File: src/hdl/ors_pkg.sv
// Shared types and codes for the 1-Wire ROM search engine.
`timescale 1ns / 1ps

package ors_pkg;

    localparam int RomBits  = 64;
    localparam int CrcBits  = 56;
    localparam logic [7:0] CrcPoly = 8'h8C;

    typedef enum logic [1:0] {
        ACT_START   = 2'd0,
        ACT_TRIPLET = 2'd1,
        ACT_CLEAR   = 2'd2,
        ACT_NONE    = 2'd3
    } action_t;

    typedef enum logic [2:0] {
        ST_DIRECTION   = 3'd0,
        ST_FOUND       = 3'd1,
        ST_NO_PRESENCE = 3'd2,
        ST_EXHAUSTED   = 3'd3,
        ST_NO_RESPONSE = 3'd4,
        ST_CRC_ERROR   = 3'd5,
        ST_IGNORED     = 3'd6,
        ST_SPARE       = 3'd7
    } status_t;

    typedef struct packed {
        action_t action;
        logic    presence;
        logic    first_bit;
        logic    complement_bit;
        logic    taken_direction;
    } item_t;

    typedef struct packed {
        status_t     status;
        logic        direction;
        logic [6:0]  bit_number;
        logic [63:0] rom_code;
        logic        last_device;
    } result_t;

    function automatic logic [7:0] crc8_bit(input logic [7:0] crc, input logic din);
        logic mix;
        mix = crc[0] ^ din;
        return (crc >> 1) ^ (mix ? CrcPoly : 8'h00);
    endfunction

endpackage

File: src/hdl/ors_in_stage.sv
// Input register that holds one accepted item for the search core.
`timescale 1ns / 1ps

module ors_in_stage
    import ors_pkg::*;
(
    input  logic  aclk,
    input  logic  aresetn,
    input  logic  s_valid,
    output logic  s_ready,
    input  item_t s_item,
    input  logic  advance,
    output logic  item_valid,
    output item_t item
);

    logic  valid_reg;
    logic  valid_next;
    item_t item_reg;

    assign s_ready    = !valid_reg || advance;
    assign valid_next = s_ready ? s_valid : valid_reg;

    always_ff @(posedge aclk) begin
        if (!aresetn) begin
            valid_reg <= 1'b0;
        end else begin
            valid_reg <= valid_next;
        end
    end

    always_ff @(posedge aclk) begin
        if (s_valid && s_ready) begin
            item_reg <= s_item;
        end
    end

    assign item_valid = valid_reg;
    assign item       = item_reg;

endmodule

File: src/hdl/ors_search_core.sv
// Search state and the per-item update that forms one result.
`timescale 1ns / 1ps

module ors_search_core
    import ors_pkg::*;
(
    input  logic    aclk,
    input  logic    aresetn,
    input  logic    advance,
    input  item_t   item,
    output result_t result
);

    logic [63:0] rom_reg, rom_next;
    logic [6:0]  last_disc_reg, last_disc_next;
    logic [6:0]  pass_zero_reg, pass_zero_next;
    logic [6:0]  bit_pos_reg, bit_pos_next;
    logic        exhausted_reg, exhausted_next;
    logic        in_pass_reg, in_pass_next;
    logic [7:0]  crc_reg, crc_next;

    logic [5:0]  bit_idx;
    logic [6:0]  bit_inc;
    logic [6:0]  zero_upd;
    logic [63:0] rom_upd;
    logic [7:0]  crc_byte;

    assign bit_idx  = bit_pos_reg[5:0] - 6'd1;
    assign bit_inc  = bit_pos_reg + 7'd1;
    assign zero_upd = (!item.first_bit && !item.complement_bit && !item.taken_direction)
                      ? bit_pos_reg : pass_zero_reg;
    assign crc_byte = {item.taken_direction, rom_reg[62:56]};

    always_comb begin
        rom_upd          = rom_reg;
        rom_upd[bit_idx] = item.taken_direction;
    end

    always_comb begin
        rom_next       = rom_reg;
        last_disc_next = last_disc_reg;
        pass_zero_next = pass_zero_reg;
        bit_pos_next   = bit_pos_reg;
        exhausted_next = exhausted_reg;
        in_pass_next   = in_pass_reg;
        crc_next       = crc_reg;
        result         = '0;
        result.status  = ST_IGNORED;

        unique case (item.action)
            ACT_START: begin
                if (exhausted_reg) begin
                    in_pass_next  = 1'b0;
                    result.status = ST_EXHAUSTED;
                end else if (!item.presence) begin
                    rom_next       = '0;
                    last_disc_next = '0;
                    exhausted_next = 1'b0;
                    in_pass_next   = 1'b0;
                    result.status  = ST_NO_PRESENCE;
                end else begin
                    in_pass_next      = 1'b1;
                    bit_pos_next      = 7'd1;
                    pass_zero_next    = '0;
                    crc_next          = '0;
                    result.status     = ST_DIRECTION;
                    result.bit_number = 7'd1;
                    if (last_disc_reg > 7'd1) begin
                        result.direction = rom_reg[0];
                    end else begin
                        result.direction = (last_disc_reg == 7'd1);
                    end
                end
            end
            ACT_CLEAR: begin
                rom_next       = '0;
                last_disc_next = '0;
                exhausted_next = 1'b0;
                in_pass_next   = 1'b0;
            end
            ACT_TRIPLET: begin
                if (in_pass_reg) begin
                    if (item.first_bit && item.complement_bit) begin
                        in_pass_next  = 1'b0;
                        result.status = ST_NO_RESPONSE;
                    end else begin
                        pass_zero_next = zero_upd;
                        rom_next       = rom_upd;
                        if (bit_pos_reg <= 7'(CrcBits)) begin
                            crc_next = crc8_bit(crc_reg, item.taken_direction);
                        end
                        if (bit_pos_reg < 7'(RomBits)) begin
                            bit_pos_next      = bit_inc;
                            result.status     = ST_DIRECTION;
                            result.bit_number = bit_inc;
                            if (bit_inc < last_disc_reg) begin
                                result.direction = rom_reg[bit_pos_reg[5:0]];
                            end else begin
                                result.direction = (bit_inc == last_disc_reg);
                            end
                        end else begin
                            in_pass_next = 1'b0;
                            if (crc_reg != crc_byte) begin
                                result.status = ST_CRC_ERROR;
                            end else begin
                                last_disc_next     = zero_upd;
                                exhausted_next     = (zero_upd == 7'd0);
                                result.status      = ST_FOUND;
                                result.rom_code    = rom_upd;
                                result.last_device = (zero_upd == 7'd0);
                            end
                        end
                    end
                end
            end
            default: begin
            end
        endcase
    end

    always_ff @(posedge aclk) begin
        if (!aresetn) begin
            rom_reg       <= '0;
            last_disc_reg <= '0;
            pass_zero_reg <= '0;
            bit_pos_reg   <= '0;
            exhausted_reg <= 1'b0;
            in_pass_reg   <= 1'b0;
            crc_reg       <= '0;
        end else if (advance) begin
            rom_reg       <= rom_next;
            last_disc_reg <= last_disc_next;
            pass_zero_reg <= pass_zero_next;
            bit_pos_reg   <= bit_pos_next;
            exhausted_reg <= exhausted_next;
            in_pass_reg   <= in_pass_next;
            crc_reg       <= crc_next;
        end
    end

endmodule

File: src/hdl/ors_out_stage.sv
// Result register that holds one result until the downstream side takes it.
`timescale 1ns / 1ps

module ors_out_stage
    import ors_pkg::*;
(
    input  logic    aclk,
    input  logic    aresetn,
    input  logic    advance,
    input  result_t result,
    output logic    m_valid,
    input  logic    m_ready,
    output result_t m_result
);

    logic    valid_reg;
    logic    valid_next;
    result_t result_reg;

    assign valid_next = advance ? 1'b1 : (m_ready ? 1'b0 : valid_reg);

    always_ff @(posedge aclk) begin
        if (!aresetn) begin
            valid_reg <= 1'b0;
        end else begin
            valid_reg <= valid_next;
        end
    end

    always_ff @(posedge aclk) begin
        if (advance) begin
            result_reg <= result;
        end
    end

    assign m_valid  = valid_reg;
    assign m_result = result_reg;

endmodule

File: src/hdl/onewire_rom_search_engine.sv
// Top level of the 1-Wire ROM search engine with its stream ports.
//
// Channel  Direction  Carries
// s_       in         action in tuser, bus reset and triplet reply bits in tdata
// m_       out        status in tuser, direction request or found code in tdata
//
// Each item passes through the input register and then the result register; a new item
// can be taken every cycle while the result register is not stalled.
// The whole per-item update, including one CRC step, sits between those registers.
// Reset is synchronous on aresetn and clears the search state and both valid flags.
// A stalled result register holds the item in the input register and then drops s_tready.
`timescale 1ns / 1ps

module onewire_rom_search_engine
    import ors_pkg::*;
(
    input  logic        aclk,
    input  logic        aresetn,
    input  logic        s_tvalid,
    output logic        s_tready,
    input  logic [7:0]  s_tdata,   // presence, first_bit, complement_bit, taken_direction, zeros
    input  logic [1:0]  s_tuser,   // action
    output logic        m_tvalid,
    input  logic        m_tready,
    output logic [71:0] m_tdata,   // direction, bit_number, rom_code
    output logic [2:0]  m_tuser,   // status
    output logic        m_tlast
);

    item_t   s_item;
    item_t   item;
    logic    item_valid;
    logic    advance;
    result_t result;
    result_t m_result;

    always_comb begin
        s_item.action          = action_t'(s_tuser);
        s_item.presence        = s_tdata[0];
        s_item.first_bit       = s_tdata[1];
        s_item.complement_bit  = s_tdata[2];
        s_item.taken_direction = s_tdata[3];
    end

    assign advance = item_valid && (!m_tvalid || m_tready);

    ors_in_stage u_in (
        .aclk       (aclk),
        .aresetn    (aresetn),
        .s_valid    (s_tvalid),
        .s_ready    (s_tready),
        .s_item     (s_item),
        .advance    (advance),
        .item_valid (item_valid),
        .item       (item)
    );

    ors_search_core u_core (
        .aclk    (aclk),
        .aresetn (aresetn),
        .advance (advance),
        .item    (item),
        .result  (result)
    );

    ors_out_stage u_out (
        .aclk     (aclk),
        .aresetn  (aresetn),
        .advance  (advance),
        .result   (result),
        .m_valid  (m_tvalid),
        .m_ready  (m_tready),
        .m_result (m_result)
    );

    assign m_tdata = {m_result.rom_code, m_result.bit_number, m_result.direction};
    assign m_tuser = m_result.status;
    assign m_tlast = m_result.last_device;

    // The last-device flag only comes with a found code.
    a_last_only_found: assert property (@(posedge aclk) disable iff (!aresetn)
        m_tvalid && m_tlast |-> m_tuser == ST_FOUND)
        else $error("last_device set on a result that is not a found code");

    // A direction request names a ROM bit from 1 to 64 and carries no code.
    a_dir_range: assert property (@(posedge aclk) disable iff (!aresetn)
        m_tvalid && m_tuser == ST_DIRECTION |->
            m_tdata[7:1] != 7'd0 && m_tdata[7:1] <= 7'd64 && m_tdata[71:8] == 64'd0)
        else $error("direction request with bad bit number or stray code");

    // The input side only stalls while a result waits on the output side.
    a_stall_cause: assert property (@(posedge aclk) disable iff (!aresetn)
        !s_tready |-> m_tvalid && !m_tready)
        else $error("input stalled without a pending result");

    // A processed item always leaves a result in the register on the next cycle.
    a_result_follows: assert property (@(posedge aclk) disable iff (!aresetn)
        advance |=> m_tvalid)
        else $error("processed item produced no result");

endmodule
File: config.mk
export PLATFORM = sky130hd
export DESIGN_NAME = onewire_rom_search_engine
export DESIGN_NICKNAME = d
export VERILOG_FILES = /design/src/hdl/ors_pkg.sv /design/src/hdl/ors_in_stage.sv /design/src/hdl/ors_search_core.sv /design/src/hdl/ors_out_stage.sv /design/src/hdl/onewire_rom_search_engine.sv
export SDC_FILE = /design/constraint.sdc
export NUM_CORES = 1
export LEC_CHECK = 0
export ABC_AREA = 1
export BUFFER_PORTS_ARGS = -buffer_cell sky130_fd_sc_hd__buf_2
export CAP_MARGIN = 20
export CORE_ASPECT_RATIO = 0.5
export CORE_MARGIN = 4
export CORE_UTILIZATION = 60
export CTS_BUF_LIST = sky130_fd_sc_hd__clkbuf_4 sky130_fd_sc_hd__clkbuf_8
export DETAILED_ROUTE_END_ITERATION = 10
export MAX_ROUTING_LAYER = met4
export PLACE_DENSITY = 0.81
export SLEW_MARGIN = 20
export SYNTH_ARGS = -nofsm -noshare
export SYNTH_HDL_FRONTEND = slang
export SYNTH_SLANG_ARGS = --single-unit
File: constraint.sdc
create_clock -name aclk -period 6.05 [get_ports aclk]
set_input_delay 0.3025 -clock aclk [delete_from_list [all_inputs] [get_ports aclk]]
set_output_delay 0.3025 -clock aclk [all_outputs]
set_load 0.05 [all_outputs]
Yosys cells after proc, flatten, opt, wreduce, memory -nomap -nowiden --
Cells that the tools add are included.
Operators by class: reduce and logical (&&, ||, !) cells 26, muxes and demuxes 65, bitwise logic cells 4, magnitude comparators 7, add/subtract/negate cells 2, equality and inequality tests 14
Operators by type and width (count):
- 64-bit two-way mux | 4
- 64-bit one-hot mux with 3 select lines | 1
- 65-bit two-way mux | 2
- 7-bit two-way mux | 16
- 76-bit two-way mux | 1
- 73-bit two-way mux | 1
- 8-bit two-way mux | 9
- 64-bit bitwise mux | 1
- 7-bit one-hot mux with 2 select lines | 2
- 11-bit one-hot mux with 2 select lines | 1
- 7-bit one-hot mux with 3 select lines | 1
- 6-bit AND reduction | 3
- 1-bit two-way mux | 16
- 8-bit one-hot mux with 2 select lines | 1
- 6-bit by 7-bit < comparator with 1-bit output, second input constant | 2
- 7-bit AND reduction | 2
- 3-bit two-way mux | 4
- 2-bit != test, second input constant | 6
- 8-bit != test | 1
- 8-bit AND reduction | 1
- 7-bit by 8-bit bitwise XOR with 8-bit output | 1
- 7-bit by 1-bit adder with 7-bit output, second input constant | 1
- 7-bit by 1-bit == test with 1-bit output, second input constant | 1
- 7-bit == test | 1
- 24 further kinds | 39
Word-level totals: logic and storage cells 137, register bits after elaboration 179

Logic depth before layout (Yosys ltp) --
Gate-level depths: netlist of the first run.
word-level depth 11, depth in mapped cells 16, mapped depth without buffers 16

Modules after synthesis --
A second synthesis of the first run with hierarchy kept.
Second synthesis, totals: cells, all modules 1320, area total of the unflattened synthesis 9781.9 um^2
By module, submodules not included:
- ors_search_core | instances 1, area each 7208.2 um^2, cells an instance 1222
- ors_out_stage | instances 1, area each 2326.0 um^2, cells an instance 82
- ors_in_stage | instances 1, area each 231.5 um^2, cells an instance 13
- onewire_rom_search_engine | instances 1, area each 16.3 um^2, cells an instance 3

Least setup slack after synthesis of the first run --
No wires, ideal clock.
path kind reg-to-reg, start register u_out.valid_reg (netlist: u_out.m_valid), end register u_core.in_pass_reg, arrival time 2.746 ns, buffers on the path 0, setup time 0.119 ns, data required time 5.931 ns, stages on the path, launching flop included 7, clock period less this slack 2.865 ns, setup slack 3.185 ns, path through dfxtp_1 > nand2_1 > nand2_1 > inv_1 > nand2_1 > o31ai_1 > inv_1
Between the ends: word-level cells in the longest chain between the ends 4
RTL lines:
- start: declaration | RTL line ors_out_stage.sv:16 | logic valid_reg;
- start signal: assignment | RTL line ors_out_stage.sv:26 | valid_reg <= valid_next;
- 1-bit logical NOT | RTL line onewire_rom_search_engine.sv:45 | assign advance = item_valid && (!m_tvalid || m_tready);
- 1-bit logical OR | RTL line onewire_rom_search_engine.sv:45
- 1-bit logical AND | RTL line onewire_rom_search_engine.sv:45
- net advance | RTL line onewire_rom_search_engine.sv:33 | logic advance;
- 2-bit AND reduction (no source line)
- end signal: assignment | RTL line ors_search_core.sv:136 | in_pass_reg <= in_pass_next;
- end: declaration | RTL line ors_search_core.sv:19 | logic in_pass_reg, in_pass_next;
The timed path passes the listed nets, and every way through them passes these cells. A chain may end at the register's enable or synchronous reset.

Worst setup path in the final report of the first run --
start register u_core.bit_pos_reg[1], end register u_out.result_reg (netlist bit u_out.m_result[63]) (data pin)
Between the ends: word-level cells in the longest chain between the ends 6, elaborated cells on any way between the ends 9, those cells by class add/sub (1); order compare (3); mux (3); reduce/logical (2)
RTL lines:
- start: declaration | RTL line ors_search_core.sv:17 | logic [6:0] bit_pos_reg, bit_pos_next;
- start signal: assignment | RTL line ors_search_core.sv:134 | bit_pos_reg <= bit_pos_next;
- 6-bit by 1-bit subtractor with 6-bit output | RTL line ors_search_core.sv:28 | assign bit_idx = bit_pos_reg[5:0] - 6'd1;
- 6-bit by 7-bit < comparator with 1-bit output (not written as such) / 6-bit by 1-bit >= comparator with 1-bit output (equally long branches) | RTL line ors_search_core.sv:36 | rom_upd[bit_idx] = item.taken_direction;
- 1-bit logical AND (not written as such) | RTL line ors_search_core.sv:36
- 1-bit two-way mux (not written as such) | RTL line ors_search_core.sv:36
- 1-bit demux with 6-bit select
- 64-bit bitwise mux | RTL line ors_search_core.sv:36
- end signal: assignment | RTL line ors_out_stage.sv:32 | result_reg <= result;
- end: declaration | RTL line ors_out_stage.sv:18 | result_t result_reg;
Parallel ways exist; a longest one is shown, timed or not.

==> results of run 1 <==
[cells by family after synthesis]
| group | count (synthesis) | share of synthesized area (%) |
|---|---|---|
| simple gates | 685 | 31.2 |
| xor+xnor | 14 | 2.02 |
| fa+ha+maj | 14 | 1.82 |
| buf+inv | 167 | 7.29 |
| compound gates | 186 | 11.8 |
| flops | 179 | 45.8 |
[worst max-delay path by stage]
stage / from / to / slack, ns / cells past startpoint
global route: u_core.bit_pos_reg[1] / u_out.m_result[63] / 2.10 / 10
global placement: u_core.bit_pos_reg[1] / u_out.m_result[63] / 2.48 / 10
finish: u_core.bit_pos_reg[1] / u_out.m_result[63] / 2.20 / 10
floorplan: u_out.m_valid / u_core.in_pass_reg / 3.19 / 6
detailed placement: u_core.bit_pos_reg[1] / u_out.m_result[55] / 2.39 / 10
CTS: u_core.bit_pos_reg[1] / u_out.m_result[63] / 2.36 / 10
[synth_stat cells (2+ instances only)]
cell      number
o21bai_2      27
inv_2         11
nor3_4         2
dfxtp_1       97
ha_1          14
clkinv_1       2
nor2_2         6
clkbuf_1      35
nand3_2        2
nor4_1         2
nor2_4         4
a21oi_1      103
xor2_4         2
nor3_1         2
xnor2_1        7
nand3_4        4
buf_6          6
nand4_1        7
a211oi_1       3
o21ai_1        2
o31ai_1        2
nor3_2         2
nand3_1      176
o21ai_0       41
buf_4          4
edfxtp_1      82
buf_1         10
buf_2         11
xor2_2         2
a32oi_1        3
xor2_1         2
inv_1         88
nand2_2        2
nand2_1      321
nor2_1       153
[power by group]
| group | internal [mW] | switching, mW |
|---|---|---|
| combinational | 0.0648 | 0.251 |
| sequential | 1.29 | 0.0130 |
| clock | 0.390 | 0.475 |
| total | 1.75 | 0.739 |
[through the flow]
stage / cell area, um^2 / instances / power [mW]
2_1_floorplan: 9610 / 1245 / 1.57
3_3_place_gp: 10100 / 1479 / 1.63
3_5_place_dp: 10100 / 1479 / 1.64
4_1_cts: 10500 / 1517 / 2.48
5_1_grt: 10500 / 1517 / 2.57
6_report: 10500 / 1517 / 2.49
[worst min-delay path, stage by stage]
cell and delay, ns:
buf_2 0.10, nand2_1 0.08, a21oi_1 0.07
[timing repair]
item / CTS / global route
endpoints found under the hold margin: 6 / 0
hold buffers: 6 / 0
resized for setup: 0 / 0
[metal layers]
metal  routed length (um)  up-vias  global-route usage (%)
met5                    0        -                       -
met4                  421        0                    8.69
met3                 2620       58                    5.96
met2                11800      459                    44.5
met1                10100     4121                    35.9
li1                     -     4221                       -
[layout make-up]
cell class                      instances  area, um^2  area share, %
Clock buffer                           20         256           2.44
Timing Repair Buffer                  102         563           5.35
Inverter                              101         379           3.61
Tap cell                              204         255           2.43
Clock inverter                         12         146           1.39
Multi-Input combinational cell        899        4510           42.9
Sequential cell                       179        4400           41.9
==> impl_results.md, run 1 <==
* Wire per inst at 16.4 um
* HPWL Detailed at 15900 um
* Leading register cell type out of synthesis: dfxtp_1
* Depth of the worst hold-timing path at 3
* Initial Util at 61.8%
* Gate Count Post-Synth at 1245
* Post-synth EDFFs at 82
* Setup WS post-layout at 2.20 ns
* Hold endpoint: u_in.item_valid
* Routability cong. at 0.906
* DRT Pass-1 Iters at 6
* Cell taking the most area after synthesis: edfxtp_1
* Synth warn at 0
* First-pass GRT wire length at 40700 um
* Worst skew pair latency at 0.48 ns
* Slowest stage delay, CP at 1.05 ns
* Hold Path Class: primary input to flip-flop
* P_leak at 3.84 nW
* Async SR Flop Fraction at 0%
* CP most frequent cell: nand2_1
* Measured slew at the worst slew-check pin at 1.08 ns
* IO Port Bufs at 87
* Total number of vias at 8859
* Post-CTS Setup Bufs at 0
* Vias in the first global route at 8277
* Worst Setup End Kind: flip-flop
* Layout area overhead at 9.47%
* Clk sinks at 179
* TritonCTS clock tree: yes
* H-tree levels at 4
* Hold Vio Cnt, Final at 0
* WS Path Type: flip-flop to flip-flop
* Area of the mapped netlist at 9610 um^2
* Critical-path top delay cell: dfxtp_1
* Slew Limit Fails at 0
* Max_slew headroom at 27.9%
* Avg Vias per Cell at 5.84
* Layout Nets at 1328
* Synth Register Bits at 179
* # rows at 32
* Die ar. at 18200 um^2
* Unrepaired setup endpoints after global routing: no
* # IOs at 92
* Post-detailed-route count of antenna-violating nets at 0
* Clock slew at reported path FFs at 0.10 ns
* Final worst path period need at 3.85 ns
* Post-synth top area share at 25.6%
* Pre-CTS WS at 2.39 ns
* Worst path cell trace: inv_2, ha_1, xnor2_4, nor2_1, nand2_1, clkinv_1, nand3_1, nand2_1, nand2_1, nor2_1
* Worst hold slack at 0.134 ns
* Commonest non-fill, non-tap cells in the layout: 321 x nand2_1, 175 x nand3_1, 153 x nor2_1, 103 x a21oi_1, 97 x dfxtp_1
* Syn avg cell area at 7.72 um^2
* VDD IR-drop max at 0.146 mV
* CTS buffer count at 17
* Hold path start: s_tvalid
* GRT Total Usage at 27.8%
* Fmax at 260 MHz
* DRC at 0
* Commonest non-fill, non-tap cell in the layout: nand2_1
* Syn Nets at 1273
* FF-to-FF setup slack at 2.20 ns
* Largest net degree at the start of global routing at 80
* Core box area at 15500 um^2
* Remaining global-route overflow at 0
* Reg2reg end: u_out.m_result[63]
* Req. time, crit path at 6.24 ns
* Worst path buffer plus inverter count at 2
* Max Clock Skew at 0.0236 ns
* Arrival @ worst endpoint at 4.04 ns
* Crit share post-route at 63.6%
* Crit-path max FO at 22
* Drt first-iter violations at 1120
* Root Driver: clkbuf_8
* Area contributors post-synth: edfxtp_1 26%, dfxtp_1 20%, nand2_1 13%
* Startpoint types: flip-flop
* N_diodes at 0
* Setup TNS at 0 ns
* Pwr Density at 236 nW/um^2
* Max-cap viol count at 0
* Die span in x at 187 um
* CTS max path bufs at 2
* Top delay family on crit path: flip-flops
* Post-layout util at 67.7%
* Register area share after synthesis at 45.8%
* Final setup fails at 0
* Initial antenna violation count at 0
* Max FFs per register at 76
* Layout cells sized above 1 at 15.1%
* Worst Reg-to-Reg Cells at 10
* Distinct cells, synth at 43
* Die Y at 97.5 um
* Outcome: finished clean
* Wirelength, routed at 24900 um
* Fillers at 1301
* Worst r2r src: u_core.bit_pos_reg[1]
Note: power is estimated with default switching activity, not from simulation.
==> run 2: changes to the inputs <==
- ABC_AREA: 1 -> 0
- CORE_UTILIZATION: 60 -> 56
- PLACE_DENSITY: 0.81 -> 0.79
- clock period: 6.05 -> 3.35 ns (I/O delays scaled with it)
==> run 2 against run 1 <==
Against the previous run: final area up 2.1%; global-route usage down 0.68 points; final cell count down 13%; critical endpoint is now u_out.m_result[72]; highest routed layer unchanged.
==> impl_results.md, run 2 <==
* Outcome: finished clean (unchanged)
* Total number of vias at 8280 (was 8859)
* Setup TNS at 0 ns (unchanged)
* Post-layout util at 64.3% (was 67.7%)
* Syn avg cell area at 9.55 um^2 (was 7.72 um^2)
* Post-detailed-route count of antenna-violating nets at 0 (unchanged)
* Async SR Flop Fraction at 0% (unchanged)
* Switching share of power at 27.8% (was 29.7%)
* Commonest non-fill, non-tap cell in the layout: nor2_1 (was nand2_1)
* Area contributors post-synth: edfxtp_1 25%, dfxtp_1 20%, mux2i_1 7.3% (was edfxtp_1 26%, dfxtp_1 20%, nand2_1 13%)
* # rows at 33 (was 32)
* Layout Nets at 1103 (was 1328)
* Crit-path max FO at 8 (was 22)
* Switching Power at 1.20 mW (was 0.739 mW)
* Seq pwr share at 54.3% (was 52.5%)
* Wirelength, routed at 26100 um (was 24900 um)
* Depth of the worst hold-timing path at 3 (unchanged)
* Count leader, synth: nor2_1 (was nand2_1)
* Max-cap viol count at 0 (unchanged)
* Synth Register Bits at 179 (unchanged)
* HPWL Detailed at 17100 um (was 15900 um)
* Hold Vio Cnt, Final at 0 (unchanged)
* Worst Reg-to-Reg Cells at 11 (was 10)
* Register area share after synthesis at 45.5% (was 45.8%)
* VDD IR-drop max at 0.280 mV (was 0.146 mV)
* Crit share post-route at 95.0% (was 63.6%)
* Die span in x at 194 um (was 187 um)
* Post-CTS Setup Bufs at 0 (unchanged)
* Internal at 3.12 mW (was 1.75 mW)
* Arrival @ worst endpoint at 3.42 ns (was 4.04 ns)
* P_leak at 3.57 nW (was 3.84 nW)
* CTS max path bufs at 2 (unchanged)
* Largest net degree at the start of global routing at 77 (was 80)
* CTS buffer count at 17 (unchanged)
* Worst hold slack at 0.111 ns (was 0.134 ns)
* Unrepaired setup endpoints after global routing: no (unchanged)
* Routability cong. at 0.921 (was 0.906)
* # IOs at 92 (unchanged)
* Max FFs per register at 76 (unchanged)
* Final worst path period need at 3.18 ns (was 3.85 ns)
* Fillers at 1384 (was 1301)
* Post-synth EDFFs at 82 (unchanged)
* Initial Util at 58.1% (was 61.8%)
* Slew Limit Fails at 0 (unchanged)
* Post-synth top cells: 113 x nor2_1, 97 x dfxtp_1, 92 x nand2_1 (was 321 x nand2_1, 176 x nand3_1, 153 x nor2_1)
* Clk sinks at 179 (unchanged)
* Pwr Density at 403 nW/um^2 (was 236 nW/um^2)
* Layout cells sized above 1 at 16.5% (was 15.1%)
* Avg Vias per Cell at 6.30 (was 5.84)
* Clk pwr share at 35.3% (was 34.8%)
* Gate Count Post-Synth at 1015 (was 1245)
* Layout area overhead at 10.8% (was 9.47%)
* Final setup fails at 0 (unchanged)
* First-pass GRT wire length at 41500 um (was 40700 um)
* WS Path Type: flip-flop to flip-flop (unchanged)
* Post-synth top area share at 25.4% (was 25.6%)
* Fmax at 314 MHz (was 260 MHz)
* FF-to-FF setup slack at 0.17 ns (was 2.20 ns)
* Startpoint types: flip-flop (unchanged)
* Worst skew pair latency at 0.48 ns (about the same)
* Drt first-iter violations at 912 (was 1120)
* H-tree levels at 4 (unchanged)
* Die ar. at 19600 um^2 (was 18200 um^2)
* Max_slew headroom at 30.9% (was 27.9%)
* Worst Setup End Kind: flip-flop (unchanged)
* Synth warn at 0 (unchanged)
* Comb power frac at 10.4% (was 12.7%)
* Measured slew at the worst slew-check pin at 1.04 ns (was 1.08 ns)
* Leading register cell type out of synthesis: dfxtp_1 (unchanged)
* Area of the mapped netlist at 9690 um^2 (was 9610 um^2)
* IO Port Bufs at 87 (unchanged)
* DRC at 0 (unchanged)
* TritonCTS clock tree: yes (unchanged)
* Max Clock Skew at 0.0183 ns (was 0.0236 ns)
* Hold Path Class: primary input to flip-flop (unchanged)
* DRT Pass-1 Iters at 7 (was 6)
* Syn Nets at 1043 (was 1273)
* Initial antenna violation count at 0 (unchanged)
* Vias in the first global route at 7595 (was 8277)
* Distinct cells, synth at 76 (was 43)
* Commonest non-fill, non-tap cells in the layout: 113 x nor2_1, 97 x dfxtp_1, 91 x nand2_1, 87 x buf_2, 82 x edfxtp_1 (was 321 x nand2_1, 175 x nand3_1, 153 x nor2_1, 103 x a21oi_1, 97 x dfxtp_1)
* Cell taking the most area after synthesis: edfxtp_1 (unchanged)
* Req. time, crit path at 3.59 ns (was 6.24 ns)
* Remaining global-route overflow at 0 (unchanged)
* Root Driver: clkbuf_8 (unchanged)
* Die Y at 101 um (was 97.5 um)
* Core box area at 16700 um^2 (was 15500 um^2)
* N_diodes at 0 (unchanged)
* Clock slew at reported path FFs at 0.10 ns (about the same)
* Wire per inst at 19.8 um (was 16.4 um)
* Pwr Total at 4.32 mW (was 2.49 mW)
* GRT Total Usage at 27.1% (was 27.8%)
-- run 2: cell types whose count changed after synthesis, sizes merged, moves of 44 or more --
| cell | change |
|---|---|
| nand2 | -232 |
| nand3 | -114 |
| inv | -78 |
| mux2i | +71 |
| a21boi | +59 |
| a21oi | -59 |
| nor2 | -44 |
-- run 2: per-layer routing --
layer / wire, um / vias up / GRT usage, %
met5: 0 / - / -
met4: 535 / 0 / 7.07
met3: 2150 / 57 / 4.87
met2: 11900 / 407 / 42.0
met1: 11500 / 4010 / 37.5
li1: - / 3806 / -
-- run 2: cell families after synthesis --
| group | Yosys count | share of synthesized area, % |
|---|---|---|
| AO/OA/AOI/OAI | 248 | 17.8 |
| XOR/XNOR | 17 | 1.61 |
| adder cells (fa/ha/maj) | 14 | 1.81 |
| buffers and inverters | 103 | 4.87 |
| flip-flops | 179 | 45.5 |
| multiplexers | 85 | 10.5 |
| AND/OR/NAND/NOR | 369 | 18.0 |
-- run 2: metrics by stage --
stage / instances / cell area (um^2) / setup WS, ns
5_1_grt: 1315 / 10700 / 0.179
3_5_place_dp: 1276 / 10300 / 0.219
3_3_place_gp: 1276 / 10300 / 0.411
2_1_floorplan: 1015 / 9700 / 0.320
4_1_cts: 1315 / 10700 / 0.199
6_report: 1315 / 10700 / 0.169
-- run 2: what timing repair did --
action,CTS,global route
setup endpoints to repair,0,3
resized for setup,0,2
hold buffers,7,0
hold endpoints to repair,7,0
-- run 2: final timing paths --
| kind | to | startpoint |
|---|---|---|
| setup / recovery | u_out.m_result[72] | u_core.bit_pos_reg[4] |
| hold / removal | u_out.m_valid | m_tready |
| hold reg to reg | u_core.rom_reg[63] | u_core.rom_reg[63] |
| setup reg to reg | u_out.m_result[72] | u_core.bit_pos_reg[4] |
-- run 2: cell type report --
type | instances | area [um^2] | area share, %
clock inverters | 14 | 150 | 1.40
multi-input cells | 733 | 4830 | 45.0
clock buffers | 18 | 248 | 2.31
well taps | 227 | 284 | 2.65
repair buffers | 123 | 736 | 6.85
flip-flops and latches | 179 | 4400 | 41.0
inverters | 21 | 78.8 | 0.734
-- run 2: power by group through the flow --
stage	sequential, mW	clock (mW)	combinational (mW)
floorplan	2.56	0	0.165
global placement	2.39	0	0.431
detailed placement	2.40	0	0.438
CTS	2.35	1.53	0.446
global route	2.35	1.64	0.471
finish	2.35	1.53	0.450
-- run 2: worst max-delay path, cell delays in order (launching register included) --
cell	delay, ns
dfxtp_1	0.56
inv_1	0.25
nor2_1	0.18
xnor2_1	0.16
inv_1	0.10
ha_1	0.24
or4_1	0.53
a21oi_1	0.17
a2bb2oi_1	0.11
nor2b_1	0.28
o2111ai_1	0.17
and3_1	0.20
==> run 3: changes to the inputs <==
- MAX_ROUTING_LAYER: met4 -> default
==> run 3 against run 2 <==
Against the previous run: clock skew is essentially flat; non-clock buffer count up 1; final area shrank 0.30%; global-route usage fell by 1.4 points; largest cell class unchanged; largest power group unchanged; critical path type unchanged; sequential share of layout area up 0.12 points; via count is 0.88% lower; power decreased by 2.0%; sequential cell count did not move.
==> impl_results.md, run 3 (synthesis gave the netlist of run 2 again) <==
* Outcome: finished clean (unchanged)
* Post-detailed-route count of antenna-violating nets at 0 (unchanged)
* Layout cells sized above 1 at 16.5% (about the same)
* Total number of vias at 8207 (was 8280)
* DRT Pass-1 Iters at 6 (was 7)
* Max Clock Skew at 0.0178 ns (was 0.0183 ns)
* VDD IR-drop max at 0.303 mV (was 0.280 mV)
* Clk pwr share at 34.1% (was 35.3%)
* P_leak at 3.56 nW (was 3.57 nW)
* Pwr Total at 4.24 mW (was 4.32 mW)
* Unrepaired setup endpoints after global routing: yes (was no)
* Post-layout util at 64.2% (was 64.3%)
* Busiest grt layer: met2 (unchanged)
* Clk sinks at 179 (unchanged)
* First-pass GRT wire length at 40400 um (was 41500 um)
* Commonest non-fill, non-tap cell in the layout: nor2_1 (unchanged)
* HPWL Detailed at 16600 um (was 17100 um)
* WS Path Type: flip-flop to flip-flop (unchanged)
* Req. time, crit path at 3.56 ns (was 3.59 ns)
* IO Port Bufs at 87 (unchanged)
* TritonCTS clock tree: yes (unchanged)
* Max FFs per register at 76 (unchanged)
* # IOs at 92 (unchanged)
* Final worst path period need at 3.25 ns (was 3.18 ns)
* Initial Util at 58.1% (unchanged)
* Comb power frac at 10.6% (was 10.4%)
* Max-cap viol count at 0 (unchanged)
* CTS buffer count at 17 (unchanged)
* Arrival @ worst endpoint at 3.47 ns (was 3.42 ns)
* H-tree levels at 4 (unchanged)
* Post-CTS Setup Bufs at 0 (unchanged)
* Layout area overhead at 10.4% (was 10.8%)
* Avg Vias per Cell at 6.24 (was 6.30)
* Slew Limit Fails at 0 (unchanged)
* Met2 usage at 41.2% (was 42.0%)
* Commonest non-fill, non-tap cells in the layout: 113 x nor2_1, 97 x dfxtp_1, 91 x nand2_1, 87 x buf_2, 82 x edfxtp_1 (unchanged)
* Worst skew pair latency at 0.47 ns (was 0.48 ns)
* Hold Path Class: primary input to flip-flop (unchanged)
* Hold Vio Cnt, Final at 0 (unchanged)
* Root Driver: clkbuf_8 (unchanged)
* Final setup fails at 0 (unchanged)
* Fmax at 308 MHz (was 314 MHz)
* Startpoint types: flip-flop (unchanged)
* Remaining global-route overflow at 0 (unchanged)
* Wire per inst at 19.3 um (was 19.8 um)
* Seq pwr share at 55.4% (was 54.3%)
* Internal at 3.05 mW (was 3.12 mW)
* Clock slew at reported path FFs at 0.09 ns (was 0.10 ns)
* Crit share post-route at 97.1% (was 95.0%)
* Routability cong. at 0.921 (about the same)
* Die ar. at 19600 um^2 (unchanged)
* Initial antenna violation count at 0 (unchanged)
* CTS max path bufs at 2 (unchanged)
* Die Y at 101 um (unchanged)
* N_diodes at 0 (unchanged)
* Largest net degree at the start of global routing at 77 (unchanged)
* Pwr Density at 396 nW/um^2 (was 403 nW/um^2)
* Die span in x at 194 um (unchanged)
* M3 GR Usage at 5.34% (was 4.87%)
* Crit-path max FO at 13 (was 8)
* Max_slew headroom at 32.5% (was 30.9%)
* Core box area at 16700 um^2 (unchanged)
* Wirelength, routed at 25400 um (was 26100 um)
* DRC at 0 (unchanged)
* Worst Setup End Kind: flip-flop (unchanged)
* Switching share of power at 28.1% (was 27.8%)
* Drt first-iter violations at 1005 (was 912)
* Vias in the first global route at 7579 (was 7595)
* GRT Total Usage at 25.7% (was 27.1%)
* GR Layer Usage met1 at 35.4% (was 37.5%)
* Switching Power at 1.19 mW (was 1.20 mW)
* Measured slew at the worst slew-check pin at 1.01 ns (was 1.04 ns)
* Layout Nets at 1104 (was 1103)
* # rows at 33 (unchanged)
-- run 3: critical path: stages, from the launching register on --
cell and delay (ns):
dfxtp_1 0.34, buf_4 0.20, inv_2 0.13, ha_1 0.40, xnor2_1 0.62, nand2_1 0.62
nor2_1 0.33, mux2i_1 0.29, nor2_1 0.07
-- run 3: path summary, 6_finish.rpt --
| path | start | endpoint | slack (ns) | cells after the start |
|---|---|---|---|---|
| setup / recovery | u_core.bit_pos_reg[0] | u_out.m_result[43] | 0.1 | 8 |
| hold / removal | m_tready | u_out.m_valid | 0.11 | 3 |
| setup reg to reg | u_core.bit_pos_reg[0] | u_out.m_result[43] | 0.1 | 8 |
| hold reg to reg | u_core.rom_reg[63] | u_core.rom_reg[63] | 0.49 | 2 |
-- run 3: per-layer routing --
layer	routed length (um)	share of wire [%]	up-vias
met4	690	2.7	0
met2	11400	45	439
met5	0	0	-
met1	10900	43	3896
li1	-	-	3804
met3	2470	9.7	68
-- run 3: cell type report --
cell class / count / area [um^2]
inverter: 21 / 78.8
timing repair buffer: 124 / 731
sequential: 179 / 4400
multi-input combinational: 733 / 4830
fill: 1383 / 5980
clock buffer: 18 / 248
tap: 227 / 284
clock inverter: 14 / 128
-- run 3: repair_timing --
action / CTS / global route
resized for setup: 0 / 1
hold endpoints to repair: 7 / 0
hold buffers: 7 / 0
setup endpoints to repair: 0 / 4
-- run 3: per-stage QoR --
stage / hold WS, ns / worst slack (ns) / setup TNS, ns / cell area [um^2] / instances
6_report: 0.114 / 0.0983 / 0 / 10700 / 1316
3_5_place_dp: 0.346 / 0.272 / 0 / 10300 / 1277
2_1_floorplan: 0.266 / 0.320 / 0 / 9700 / 1015
4_1_cts: 0.104 / 0.249 / 0 / 10700 / 1316
3_3_place_gp: 0.347 / 0.365 / 0 / 10300 / 1277
5_1_grt: 0.139 / -0.0337 / -0.0462 / 10700 / 1316
-- run 3: power by group through the flow --
stage	clock network [mW]	registers [mW]	logic [mW]
floorplan	0	2.56	0.165
global placement	0	2.39	0.431
detailed placement	0	2.40	0.437
CTS	1.47	2.35	0.444
global route	1.56	2.35	0.469
finish	1.44	2.35	0.448
